==> src/jsvi_pkg.sv <==
// Shared types and constants for the joint slew and velocity integrator.
`default_nettype none

package jsvi_pkg;

  localparam int NUM_JOINTS = 8;
  localparam int JOINT_W    = 3;
  localparam int CNT_W      = 4;
  localparam int POS_W      = 32;
  localparam int STEP_W     = 31;
  localparam int TIMEOUT_W  = 16;
  localparam int ELAPSED_W  = 16;
  localparam int TIME_W     = 17;
  localparam int CFG_IDX_W  = 2;
  localparam int CFG_DATA_W = 31;
  localparam int Q_DEPTH    = 4;
  localparam int Q_PTR_W    = $clog2(Q_DEPTH);
  localparam int Q_CNT_W    = $clog2(Q_DEPTH + 1);

  localparam logic [TIME_W-1:0]    TIME_MAX         = '1;
  localparam logic [STEP_W-1:0]    MAX_STEP_RST     = STEP_W'(66);
  localparam logic [TIMEOUT_W-1:0] VEL_TIMEOUT_RST  = TIMEOUT_W'(32768);
  localparam logic [CNT_W-1:0]     ACTIVE_RST       = CNT_W'(NUM_JOINTS);

  typedef enum logic [1:0] {
    OP_TICK     = 2'd0,
    OP_SET_GOAL = 2'd1,
    OP_SET_POS  = 2'd2,
    OP_SET_VEL  = 2'd3
  } op_t;

  typedef enum logic [CFG_IDX_W-1:0] {
    CFG_MAX_STEP    = 2'd0,
    CFG_VEL_TIMEOUT = 2'd1,
    CFG_ACTIVE      = 2'd2
  } cfg_idx_t;

  typedef struct packed {
    op_t                         op;
    logic                        known;
    logic [JOINT_W-1:0]          joint;
    logic signed [POS_W-1:0]     value;
    logic [ELAPSED_W-1:0]        elapsed;
  } cmd_t;

  typedef struct packed {
    logic [STEP_W-1:0]    max_step;
    logic [TIMEOUT_W-1:0] vel_timeout;
    logic [CNT_W-1:0]     cnt;
  } cfg_t;

endpackage

`default_nettype wire

==> src/joint_slew_and_velocity_integrator_core.sv <==
// Top level of the multi-joint slew and velocity integrator.
//
// Input channel (in_valid / in_stall): one transaction carries an operation,
// a joint, a Q16.16 value and an elapsed time. Set goal, set position and
// goal, and set velocity produce no output. A tick moves every active joint
// (slew-limited toward its goal in position mode, or by elapsed * velocity
// while the velocity window is open in velocity mode) and then reports each
// active joint's position on the output channel, in index order, with last
// marking the final one.
// An input transaction passes a front register and a four-entry command
// queue before the execution stage takes it; a set command is applied as it
// is popped. A tick steps through the active joints in turn, forming each
// step in the calc state (including the 17 x 32 multiply), then adding,
// saturating and writing it back in the apply state, which also loads the
// output register. When the receiver stalls, the output register holds its
// transaction and the sequencer waits; the queue keeps absorbing input until
// it fills, and then in_stall rises. Reset (rst, synchronous) zeroes all
// joint state, selects position mode, saturates the timeout count and
// restores the registers to max_step 66, velocity_timeout 32768, active_joints
// 8. Configuration is written through cfg_we / cfg_index / cfg_data; the user
// must write it only while the block is idle, which the block does not enforce.
`default_nettype none

module joint_slew_and_velocity_integrator_core import jsvi_pkg::*; (
  input  logic                    clk,
  input  logic                    rst,
  input  logic                    cfg_we,
  input  logic [CFG_IDX_W-1:0]    cfg_index,
  input  logic [CFG_DATA_W-1:0]   cfg_data,
  input  logic                    in_valid,
  output logic                    in_stall,
  input  logic [1:0]              operation,
  input  logic [JOINT_W-1:0]      joint,
  input  logic signed [POS_W-1:0] value,
  input  logic [ELAPSED_W-1:0]    elapsed,
  output logic                    out_valid,
  input  logic                    out_stall,
  output logic [JOINT_W-1:0]      joint_index,
  output logic signed [POS_W-1:0] position,
  output logic                    last
);

  logic [STEP_W-1:0]    max_step;
  logic [TIMEOUT_W-1:0] velocity_timeout;
  logic [CNT_W-1:0]     active_joints;
  cfg_t                 cfg;

  logic f_valid;
  cmd_t f_cmd;
  logic q_full;
  logic q_pop;
  logic q_head_valid;
  cmd_t q_head;

  // Configuration registers; unknown indexes are dropped.
  always_ff @(posedge clk) begin
    if (rst) begin
      max_step         <= MAX_STEP_RST;
      velocity_timeout <= VEL_TIMEOUT_RST;
      active_joints    <= ACTIVE_RST;
    end else if (cfg_we) begin
      case (cfg_idx_t'(cfg_index))
        CFG_MAX_STEP:    max_step         <= cfg_data;
        CFG_VEL_TIMEOUT: velocity_timeout <= cfg_data[TIMEOUT_W-1:0];
        CFG_ACTIVE:      active_joints    <= cfg_data[CNT_W-1:0];
        default: begin
        end
      endcase
    end
  end

  // Clamp the active count to 1..NUM_JOINTS.
  always_comb begin
    cfg.max_step    = max_step;
    cfg.vel_timeout = velocity_timeout;
    if (active_joints == '0) begin
      cfg.cnt = CNT_W'(1);
    end else if (active_joints > CNT_W'(NUM_JOINTS)) begin
      cfg.cnt = CNT_W'(NUM_JOINTS);
    end else begin
      cfg.cnt = active_joints;
    end
  end

  jsvi_front u_front (
    .clk       (clk),
    .rst       (rst),
    .cnt       (cfg.cnt),
    .in_valid  (in_valid),
    .in_stall  (in_stall),
    .operation (operation),
    .joint     (joint),
    .value     (value),
    .elapsed   (elapsed),
    .f_valid   (f_valid),
    .f_cmd     (f_cmd),
    .q_full    (q_full)
  );

  jsvi_queue u_queue (
    .clk        (clk),
    .rst        (rst),
    .push       (f_valid),
    .push_cmd   (f_cmd),
    .full       (q_full),
    .pop        (q_pop),
    .head_valid (q_head_valid),
    .head       (q_head)
  );

  jsvi_back u_back (
    .clk         (clk),
    .rst         (rst),
    .cfg         (cfg),
    .head_valid  (q_head_valid),
    .head        (q_head),
    .pop         (q_pop),
    .out_valid   (out_valid),
    .out_stall   (out_stall),
    .joint_index (joint_index),
    .position    (position),
    .last        (last)
  );

`ifndef SYNTH
  // The final report of a tick is always the highest active joint.
  assert property (@(posedge clk) disable iff (rst)
    out_valid && last |-> (CNT_W'(joint_index) + 1'b1) == cfg.cnt)
    else $error("last marker not on highest active joint");

  // Reports that are not last stay below the highest active joint.
  assert property (@(posedge clk) disable iff (rst)
    out_valid && !last |-> (CNT_W'(joint_index) + 1'b1) < cfg.cnt)
    else $error("non-final report outside active joints");

  // The queue only pops when it holds a command.
  assert property (@(posedge clk) disable iff (rst)
    q_pop |-> q_head_valid)
    else $error("command popped from empty queue");
`endif

endmodule

`default_nettype wire

==> src/jsvi_front.sv <==
// Input stage: register and classify incoming transactions.
`default_nettype none

module jsvi_front import jsvi_pkg::*; (
  input  logic                    clk,
  input  logic                    rst,
  input  logic [CNT_W-1:0]        cnt,
  input  logic                    in_valid,
  output logic                    in_stall,
  input  logic [1:0]              operation,
  input  logic [JOINT_W-1:0]      joint,
  input  logic signed [POS_W-1:0] value,
  input  logic [ELAPSED_W-1:0]    elapsed,
  output logic                    f_valid,
  output cmd_t                    f_cmd,
  input  logic                    q_full
);

  logic accept;

  assign in_stall = f_valid && q_full;
  assign accept   = in_valid && !in_stall;

  always_ff @(posedge clk) begin
    if (rst) begin
      f_valid <= 1'b0;
    end else if (accept) begin
      f_valid <= 1'b1;
    end else if (!q_full) begin
      f_valid <= 1'b0;
    end
  end

  // Resolve whether the addressed joint is in use now, so the back end only applies it.
  always_ff @(posedge clk) begin
    if (accept) begin
      f_cmd.op      <= op_t'(operation);
      f_cmd.known   <= {1'b0, joint} < cnt;
      f_cmd.joint   <= joint;
      f_cmd.value   <= value;
      f_cmd.elapsed <= elapsed;
    end
  end

endmodule

`default_nettype wire

==> src/jsvi_queue.sv <==
// Short command queue between the front and back stages.
`default_nettype none

module jsvi_queue import jsvi_pkg::*; (
  input  logic clk,
  input  logic rst,
  input  logic push,
  input  cmd_t push_cmd,
  output logic full,
  input  logic pop,
  output logic head_valid,
  output cmd_t head
);

  cmd_t               entries [Q_DEPTH];
  logic [Q_PTR_W-1:0] wr_ptr;
  logic [Q_PTR_W-1:0] rd_ptr;
  logic [Q_CNT_W-1:0] count;
  logic               wr;
  logic               rd;

  assign full       = count == Q_CNT_W'(Q_DEPTH);
  assign head_valid = count != '0;
  assign head       = entries[rd_ptr];
  assign wr         = push && !full;
  assign rd         = pop && head_valid;

  always_ff @(posedge clk) begin
    if (rst) begin
      wr_ptr <= '0;
      rd_ptr <= '0;
      count  <= '0;
    end else begin
      if (wr) wr_ptr <= wr_ptr + 1'b1;
      if (rd) rd_ptr <= rd_ptr + 1'b1;
      if (wr && !rd) begin
        count <= count + 1'b1;
      end else if (rd && !wr) begin
        count <= count - 1'b1;
      end
    end
  end

  always_ff @(posedge clk) begin
    if (wr) entries[wr_ptr] <= push_cmd;
  end

endmodule

`default_nettype wire

==> src/jsvi_back.sv <==
// Execution stage: joint state, set commands and the per-joint tick sequencer.
`default_nettype none

module jsvi_back import jsvi_pkg::*; (
  input  logic                    clk,
  input  logic                    rst,
  input  cfg_t                    cfg,
  input  logic                    head_valid,
  input  cmd_t                    head,
  output logic                    pop,
  output logic                    out_valid,
  input  logic                    out_stall,
  output logic [JOINT_W-1:0]      joint_index,
  output logic signed [POS_W-1:0] position,
  output logic                    last
);

  typedef enum logic [2:0] {
    ST_IDLE  = 3'b001,
    ST_CALC  = 3'b010,
    ST_APPLY = 3'b100
  } state_t;

  state_t                  st;
  logic [JOINT_W-1:0]      idx;
  logic [ELAPSED_W-1:0]    el;
  logic                    mv_vel;
  logic                    mv_pos;
  logic                    vmode;
  logic [TIME_W-1:0]       tsvc;
  logic signed [POS_W:0]   delta;

  logic signed [POS_W-1:0] positions  [NUM_JOINTS];
  logic signed [POS_W-1:0] goals      [NUM_JOINTS];
  logic signed [POS_W-1:0] velocities [NUM_JOINTS];

  logic [TIME_W:0]         tsum;
  logic [TIME_W-1:0]       tsat;
  logic signed [POS_W-1:0] pos_cur;
  logic signed [POS_W-1:0] goal_cur;
  logic signed [POS_W+ELAPSED_W:0] prod;
  logic signed [POS_W:0]   vel_delta;
  logic signed [POS_W:0]   diff;
  logic signed [POS_W:0]   lim;
  logic signed [POS_W:0]   jump;
  logic signed [POS_W+1:0] sum;
  logic signed [POS_W-1:0] sat;
  logic                    last_j;
  logic                    out_free;
  logic                    apply;

  assign pop      = (st == ST_IDLE) && head_valid;
  assign pos_cur  = positions[idx];
  assign goal_cur = goals[idx];

  // Timeout count advances by elapsed and saturates.
  assign tsum = {1'b0, tsvc} + (TIME_W + 1)'(head.elapsed);
  assign tsat = tsum[TIME_W] ? TIME_MAX : tsum[TIME_W-1:0];

  // Velocity step: floor(elapsed * v / 2^16).
  assign prod      = $signed({1'b0, el}) * velocities[idx];
  assign vel_delta = prod[POS_W+ELAPSED_W:ELAPSED_W];

  // Slew step: goal minus position, clamped to +/- max_step.
  assign diff = {goal_cur[POS_W-1], goal_cur} - {pos_cur[POS_W-1], pos_cur};
  assign lim  = $signed({2'b00, cfg.max_step});
  always_comb begin
    if (diff > lim) begin
      jump = lim;
    end else if (diff < -lim) begin
      jump = -lim;
    end else begin
      jump = diff;
    end
  end

  assign sum = {{2{pos_cur[POS_W-1]}}, pos_cur} + {delta[POS_W], delta};
  always_comb begin
    if (sum[POS_W+1:POS_W-1] == 3'b000 || sum[POS_W+1:POS_W-1] == 3'b111) begin
      sat = sum[POS_W-1:0];
    end else if (sum[POS_W+1]) begin
      sat = {1'b1, {(POS_W-1){1'b0}}};
    end else begin
      sat = {1'b0, {(POS_W-1){1'b1}}};
    end
  end

  assign last_j   = (CNT_W'(idx) + 1'b1) == cfg.cnt;
  assign out_free = !out_valid || !out_stall;
  assign apply    = (st == ST_APPLY) && out_free;

  // Sequencer and mode state.
  always_ff @(posedge clk) begin
    if (rst) begin
      st        <= ST_IDLE;
      vmode     <= 1'b0;
      tsvc      <= TIME_MAX;
      out_valid <= 1'b0;
      idx       <= '0;
    end else begin
      if (apply) begin
        out_valid <= 1'b1;
      end else if (!out_stall) begin
        out_valid <= 1'b0;
      end
      case (st)
        ST_IDLE: begin
          if (pop) begin
            case (head.op)
              OP_TICK: begin
                tsvc <= tsat;
                idx  <= '0;
                st   <= ST_CALC;
              end
              OP_SET_GOAL, OP_SET_POS: begin
                vmode <= 1'b0;
              end
              OP_SET_VEL: begin
                vmode <= 1'b1;
                tsvc  <= '0;
              end
              default: begin
                vmode <= vmode;
              end
            endcase
          end
        end
        ST_CALC: begin
          st <= ST_APPLY;
        end
        ST_APPLY: begin
          if (out_free) begin
            if (last_j) begin
              st <= ST_IDLE;
            end else begin
              idx <= idx + 1'b1;
              st  <= ST_CALC;
            end
          end
        end
        default: begin
          st <= ST_IDLE;
        end
      endcase
    end
  end

  // Latch the tick's motion decision and elapsed time, then the step and the report.
  always_ff @(posedge clk) begin
    if (pop && head.op == OP_TICK) begin
      el     <= head.elapsed;
      mv_vel <= vmode && (tsat < {1'b0, cfg.vel_timeout});
      mv_pos <= !vmode;
    end
    if (st == ST_CALC) begin
      if (mv_vel) begin
        delta <= vel_delta;
      end else if (mv_pos) begin
        delta <= jump;
      end else begin
        delta <= '0;
      end
    end
    if (apply) begin
      joint_index <= idx;
      position    <= sat;
      last        <= last_j;
    end
  end

  // Joint state.
  always_ff @(posedge clk) begin
    if (rst) begin
      for (int i = 0; i < NUM_JOINTS; i++) begin
        positions[i]  <= '0;
        goals[i]      <= '0;
        velocities[i] <= '0;
      end
    end else begin
      if (pop && head.known) begin
        case (head.op)
          OP_SET_GOAL: begin
            goals[head.joint] <= head.value;
          end
          OP_SET_POS: begin
            goals[head.joint]     <= head.value;
            positions[head.joint] <= head.value;
          end
          OP_SET_VEL: begin
            velocities[head.joint] <= head.value;
          end
          default: begin
          end
        endcase
      end
      if (apply) positions[idx] <= sat;
    end
  end

endmodule

`default_nettype wire

==> config.mk <==
export PLATFORM = sky130hd
export DESIGN_NAME = joint_slew_and_velocity_integrator_core
export DESIGN_NICKNAME = d
export VERILOG_FILES = /design/src/jsvi_pkg.sv /design/src/joint_slew_and_velocity_integrator_core.sv /design/src/jsvi_front.sv /design/src/jsvi_queue.sv /design/src/jsvi_back.sv
export SDC_FILE = /design/constraint.sdc
export NUM_CORES = 2
export LEC_CHECK = 0
export ABC_CLOCK_PERIOD_IN_PS = 24300
export BUFFER_PORTS_ARGS = -buffer_cell sky130_fd_sc_hd__buf_2
export CAP_MARGIN = 10
export CORE_MARGIN = 5
export CORE_UTILIZATION = 65
export CTS_CLUSTER_SIZE = 24
export DETAILED_ROUTE_END_ITERATION = 7
export GPL_TIMING_DRIVEN = 0
export PLACE_DENSITY = 0.82
export RECOVER_POWER = 50
export SLEW_MARGIN = 0
export SYNTH_ARGS = -nofsm -noshare
export SYNTH_HDL_FRONTEND = slang
export SYNTH_SLANG_ARGS = --single-unit
==> constraint.sdc <==
create_clock -name clk -period 24.3 [get_ports clk]
set_input_delay 4.86 -clock clk [delete_from_list [all_inputs] [get_ports clk]]
set_output_delay 4.86 -clock clk [all_outputs]
set_load 0.02 [all_outputs]
==> out/results.md <==
### Timing
- Final Setup Violations: 0
- worst-margin pin slew: 4.28 ns
- Final TNS setup: 0 ns
- Final Hold Viols: 0
- worst setup skew after layout: 0.0601 ns
- worst slew margin relative to its limit: -186%
- unrepaired setup endpoints after global routing: no
- maximum operating frequency: 0.0926 GHz
- Worst Setup Slack, final: 13.50 ns
- min cycle time layout: 10.80 ns
- final hold slack: 0.453 ns
- count of final max-slew check failures: 311
- Tcrit/Tclk final: 44.5%

### CTS
- cell at the root of the clock tree: sky130_fd_sc_hd__clkbuf_16
- Longest Clk Path Bufs: 3
- CTS resizes: 0
- Sink Count: 1,214
- TritonCTS clock tree: done
- clock latency reported for the late side of the worst-skew pair: 0.76 ns
- hold-fix buffers at CTS: 0
- number of buffers added by the clock tree synthesis step: 119
- clock transition time at the flip-flop clock pins of the worst setup and hold paths: 0.06 ns
- H-tree depth: 3
- setup repair bufs after CTS: 0

### Placement
- Detailed Place HPWL: 165,000 um
- final weighted congestion of routability-driven global placement: 1.05
- Placed Instances: 7,884
- number of port buffers: 128
- placement-stage worst setup slack: 13.64 ns

### Job
- maxcap violations: 7

### Setup path
- signal arrival time at the worst endpoint: 11.25 ns
- setup slack, reg-to-reg: 13.50 ns
- Max Fanout on Critical Path: 10
- Setup crit end kind: flip-flop
- WS Path Type: reg2reg
- Setup crit start kind: flip-flop
- endpoint of the most critical setup path: u_back.delta[31]$_DFFE_PP_
- endpoint of the lowest-slack register-to-register path: u_back.delta[31]$_DFFE_PP_
- required time at the endpoint of the critical path: 24.75 ns
- path depth of the worst reg2reg path: 27

### Run status
- outcome: finished with violations
- violations in the final reports: design-rule violations, max-capacitance violations, max-slew violations

### Detailed routing
- drt initial violations: 7,601
- drt drc: 2
- first-pass iteration count of the detailed router: 8
- drt total wl: 224,000 um
- total vias in the final route: 52,395
- via density per instance: 6.45
- number of nets with antenna violations after routing: 0
- WL/cell: 27.5 um

### Synth
- Async SR Flop Fraction: 0%
- Cells after Synth: 6,234
- largest cells by area after synthesis: sky130_fd_sc_hd__edfxtp_1 46%, sky130_fd_sc_hd__fa_1 13%, sky130_fd_sc_hd__mux4_2 6.5%
- largest area contributor in the synthesized netlist: sky130_fd_sc_hd__edfxtp_1
- flip-flop and latch count after synthesis: 1,214
- dominant cell by count in the synthesized netlist: sky130_fd_sc_hd__edfxtp_1
- most used standard cells in the synthesized netlist: 1,125 x sky130_fd_sc_hd__edfxtp_1, 924 x sky130_fd_sc_hd__nor2_1, 712 x sky130_fd_sc_hd__inv_1, 536 x sky130_fd_sc_hd__nand2_1, 491 x sky130_fd_sc_hd__fa_1
- number of warnings reported in the yosys synthesis log: 0
- syn nets: 7,103
- Netlist cell types: 83
- sequential cell area fraction in the yosys report: 48.1%
- cell area after synthesis: 73,900 sq um
- dominant synthesized flop cell: sky130_fd_sc_hd__edfxtp_1
- Synth Area per Inst: 11.9 sq um
- number of synthesized flops with an enable pin: 1,125
- Yosys top cell area share: 45.7%

### Global route
- pin count of the biggest net entering global routing: 55
- total overflow reported by the global router: 0
- wire length of the first global-routing pass: 331,000 um
- vias in the first global route: 53,187
- number of antenna violations at the first check in global routing: 10
- Global Route Usage Sum: 37.0%

### Die
- die outline width: 347 um
- starting utilization of the core area: 65.6%
- core area: 113,000 sq um
- number of placement rows: 123
- IO Count: 129
- floorplan die area: 121,000 sq um
- overall die height: 347 um

### Final layout
- post-route insts no fill: 8,120
- area growth from synthesis to layout: 9.18%
- fraction of layout cells with a size suffix above 1: 9.69%
- layout net count: 7,377

### Worst hold path
- class of the worst hold path: reg2reg

cell usage in the layout, fill, tap and decap left out, types with 22 or more instances in the layout:
master / Yosys / layout
sky130_fd_sc_hd__a211oi_1: 22 / 22
sky130_fd_sc_hd__clkbuf_1: 290 / 370
sky130_fd_sc_hd__fa_1: 491 / 491
sky130_fd_sc_hd__buf_2: 4 / 89
sky130_fd_sc_hd__buf_1: 41 / 37
sky130_fd_sc_hd__mux2i_1: 76 / 76
sky130_fd_sc_hd__clkinv_1: 0 / 34
sky130_fd_sc_hd__clkbuf_16: 0 / 121
sky130_fd_sc_hd__and2_1: 217 / 211
sky130_fd_sc_hd__ha_1: 287 / 287
sky130_fd_sc_hd__a21o_1: 60 / 60
sky130_fd_sc_hd__nor2_1: 924 / 923
sky130_fd_sc_hd__nand2_1: 536 / 536
sky130_fd_sc_hd__mux4_2: 214 / 214
sky130_fd_sc_hd__edfxtp_1: 1125 / 1125
sky130_fd_sc_hd__nand4_1: 28 / 28
sky130_fd_sc_hd__nand3_1: 48 / 48
sky130_fd_sc_hd__nor3_1: 36 / 36
sky130_fd_sc_hd__nor2b_1: 54 / 54
sky130_fd_sc_hd__nand2b_1: 62 / 40
sky130_fd_sc_hd__o211ai_1: 29 / 29
sky130_fd_sc_hd__xnor2_1: 86 / 86
sky130_fd_sc_hd__inv_1: 712 / 711
sky130_fd_sc_hd__nand2b_2: 0 / 22
sky130_fd_sc_hd__o21ai_0: 108 / 108
sky130_fd_sc_hd__mux2_2: 96 / 96
sky130_fd_sc_hd__dfxtp_1: 89 / 89
sky130_fd_sc_hd__o21ai_1: 53 / 53
sky130_fd_sc_hd__o21a_1: 23 / 23
sky130_fd_sc_hd__xor2_1: 46 / 46
sky130_fd_sc_hd__a21oi_1: 208 / 208
flip-flops by register name, summed over array words and instances (netlist names), 3 cells and up, named ones only:
name / flops
active_joints: 4
max_step: 31
u_back.delta: 33
u_back.el: 16
u_back.goals: 256
u_back.idx: 3
u_back.joint_index: 3
u_back.position: 32
u_back.positions: 256
u_back.st: 3
u_back.tsvc: 17
u_back.velocities: 256
u_front.f_cmd: 54
u_queue.count: 3
u_queue.entries: 216
velocity_timeout: 16
logic make-up after synthesis:
group | synth area share [%]
compound gates | 5.87
fa+ha+maj | 18.2
simple gates | 11.9
flops | 48.1
xor+xnor | 1.56
mux | 9.01
buf+inv | 5.36
routing by layer:
| layer | up-vias | part of all wire (%) | track usage [%] |
|---|---|---|---|
| li1 | 21882 | - | - |
| met1 | 25524 | 34 | 46.9 |
| met2 | 4061 | 44 | 56.0 |
| met3 | 922 | 14 | 12.6 |
| met4 | 6 | 7.5 | 21.5 |
| met5 | - | 0.017 | 0 |
how the worst min path moves through the flow:
stage | startpoint | slack (ns) | cells past startpoint | end
after floorplan | velocity_timeout[10]$_SDFFE_PP0P_ | 0.44 | 2 | velocity_timeout[10]$_SDFFE_PP0P_
after global placement | velocity_timeout[8]$_SDFFE_PP0P_ | 0.45 | 2 | velocity_timeout[8]$_SDFFE_PP0P_
after detailed placement | velocity_timeout[11]$_SDFFE_PP0P_ | 0.45 | 2 | velocity_timeout[11]$_SDFFE_PP0P_
after CTS | velocity_timeout[8]$_SDFFE_PP0P_ | 0.46 | 2 | velocity_timeout[8]$_SDFFE_PP0P_
after global routing | velocity_timeout[8]$_SDFFE_PP0P_ | 0.48 | 2 | velocity_timeout[8]$_SDFFE_PP0P_
final | velocity_timeout[8]$_SDFFE_PP0P_ | 0.45 | 2 | velocity_timeout[8]$_SDFFE_PP0P_
cell type report:
class | count | area, sq um
diodes | 8 | 20.0
flip-flops and latches | 1214 | 35600
fillers | 7402 | 32000
clock buffers | 151 | 3140
plain buffers | 338 | 1290
inverters | 712 | 2670
clock inverters | 74 | 669
repair buffers | 153 | 1020
well taps | 1500 | 1880
multi-input cells | 3970 | 34400
worst max-delay path, stage by stage (launching register included):
cell	delay [ns]
sky130_fd_sc_hd__dfxtp_1	0.40
sky130_fd_sc_hd__buf_1	0.71
sky130_fd_sc_hd__buf_1	0.75
sky130_fd_sc_hd__mux4_2	0.64
sky130_fd_sc_hd__mux2_2	0.41
sky130_fd_sc_hd__clkbuf_1	0.35
sky130_fd_sc_hd__and2_1	0.29
sky130_fd_sc_hd__fa_1	0.53
sky130_fd_sc_hd__inv_1	0.05
sky130_fd_sc_hd__fa_1	0.52
sky130_fd_sc_hd__fa_1	0.52
sky130_fd_sc_hd__inv_1	0.05
sky130_fd_sc_hd__fa_1	0.49
sky130_fd_sc_hd__fa_1	0.49
sky130_fd_sc_hd__inv_1	0.05
sky130_fd_sc_hd__fa_1	0.47
sky130_fd_sc_hd__inv_1	0.04
sky130_fd_sc_hd__ha_1	0.31
sky130_fd_sc_hd__a21oi_1	0.26
sky130_fd_sc_hd__a21boi_0	0.13
sky130_fd_sc_hd__o31ai_1	0.55
sky130_fd_sc_hd__nand4_1	0.28
sky130_fd_sc_hd__a221oi_1	0.86
sky130_fd_sc_hd__a211oi_1	0.33
sky130_fd_sc_hd__a311o_1	0.43
sky130_fd_sc_hd__and2_1	0.17
sky130_fd_sc_hd__xnor2_1	0.28
sky130_fd_sc_hd__o22ai_1	0.18
metrics by stage:
step	area (sq um)	util, %
2_1_floorplan	73900	-
6_report	80700	71.6
5_1_grt	80700	71.6
3_3_place_gp	76400	67.8
3_5_place_dp	77000	68.3
4_1_cts	80800	71.7
Power is left out: the tool's default activity adds up to more than one toggle a clock period on the data nets, which glitch-free logic cannot reach.
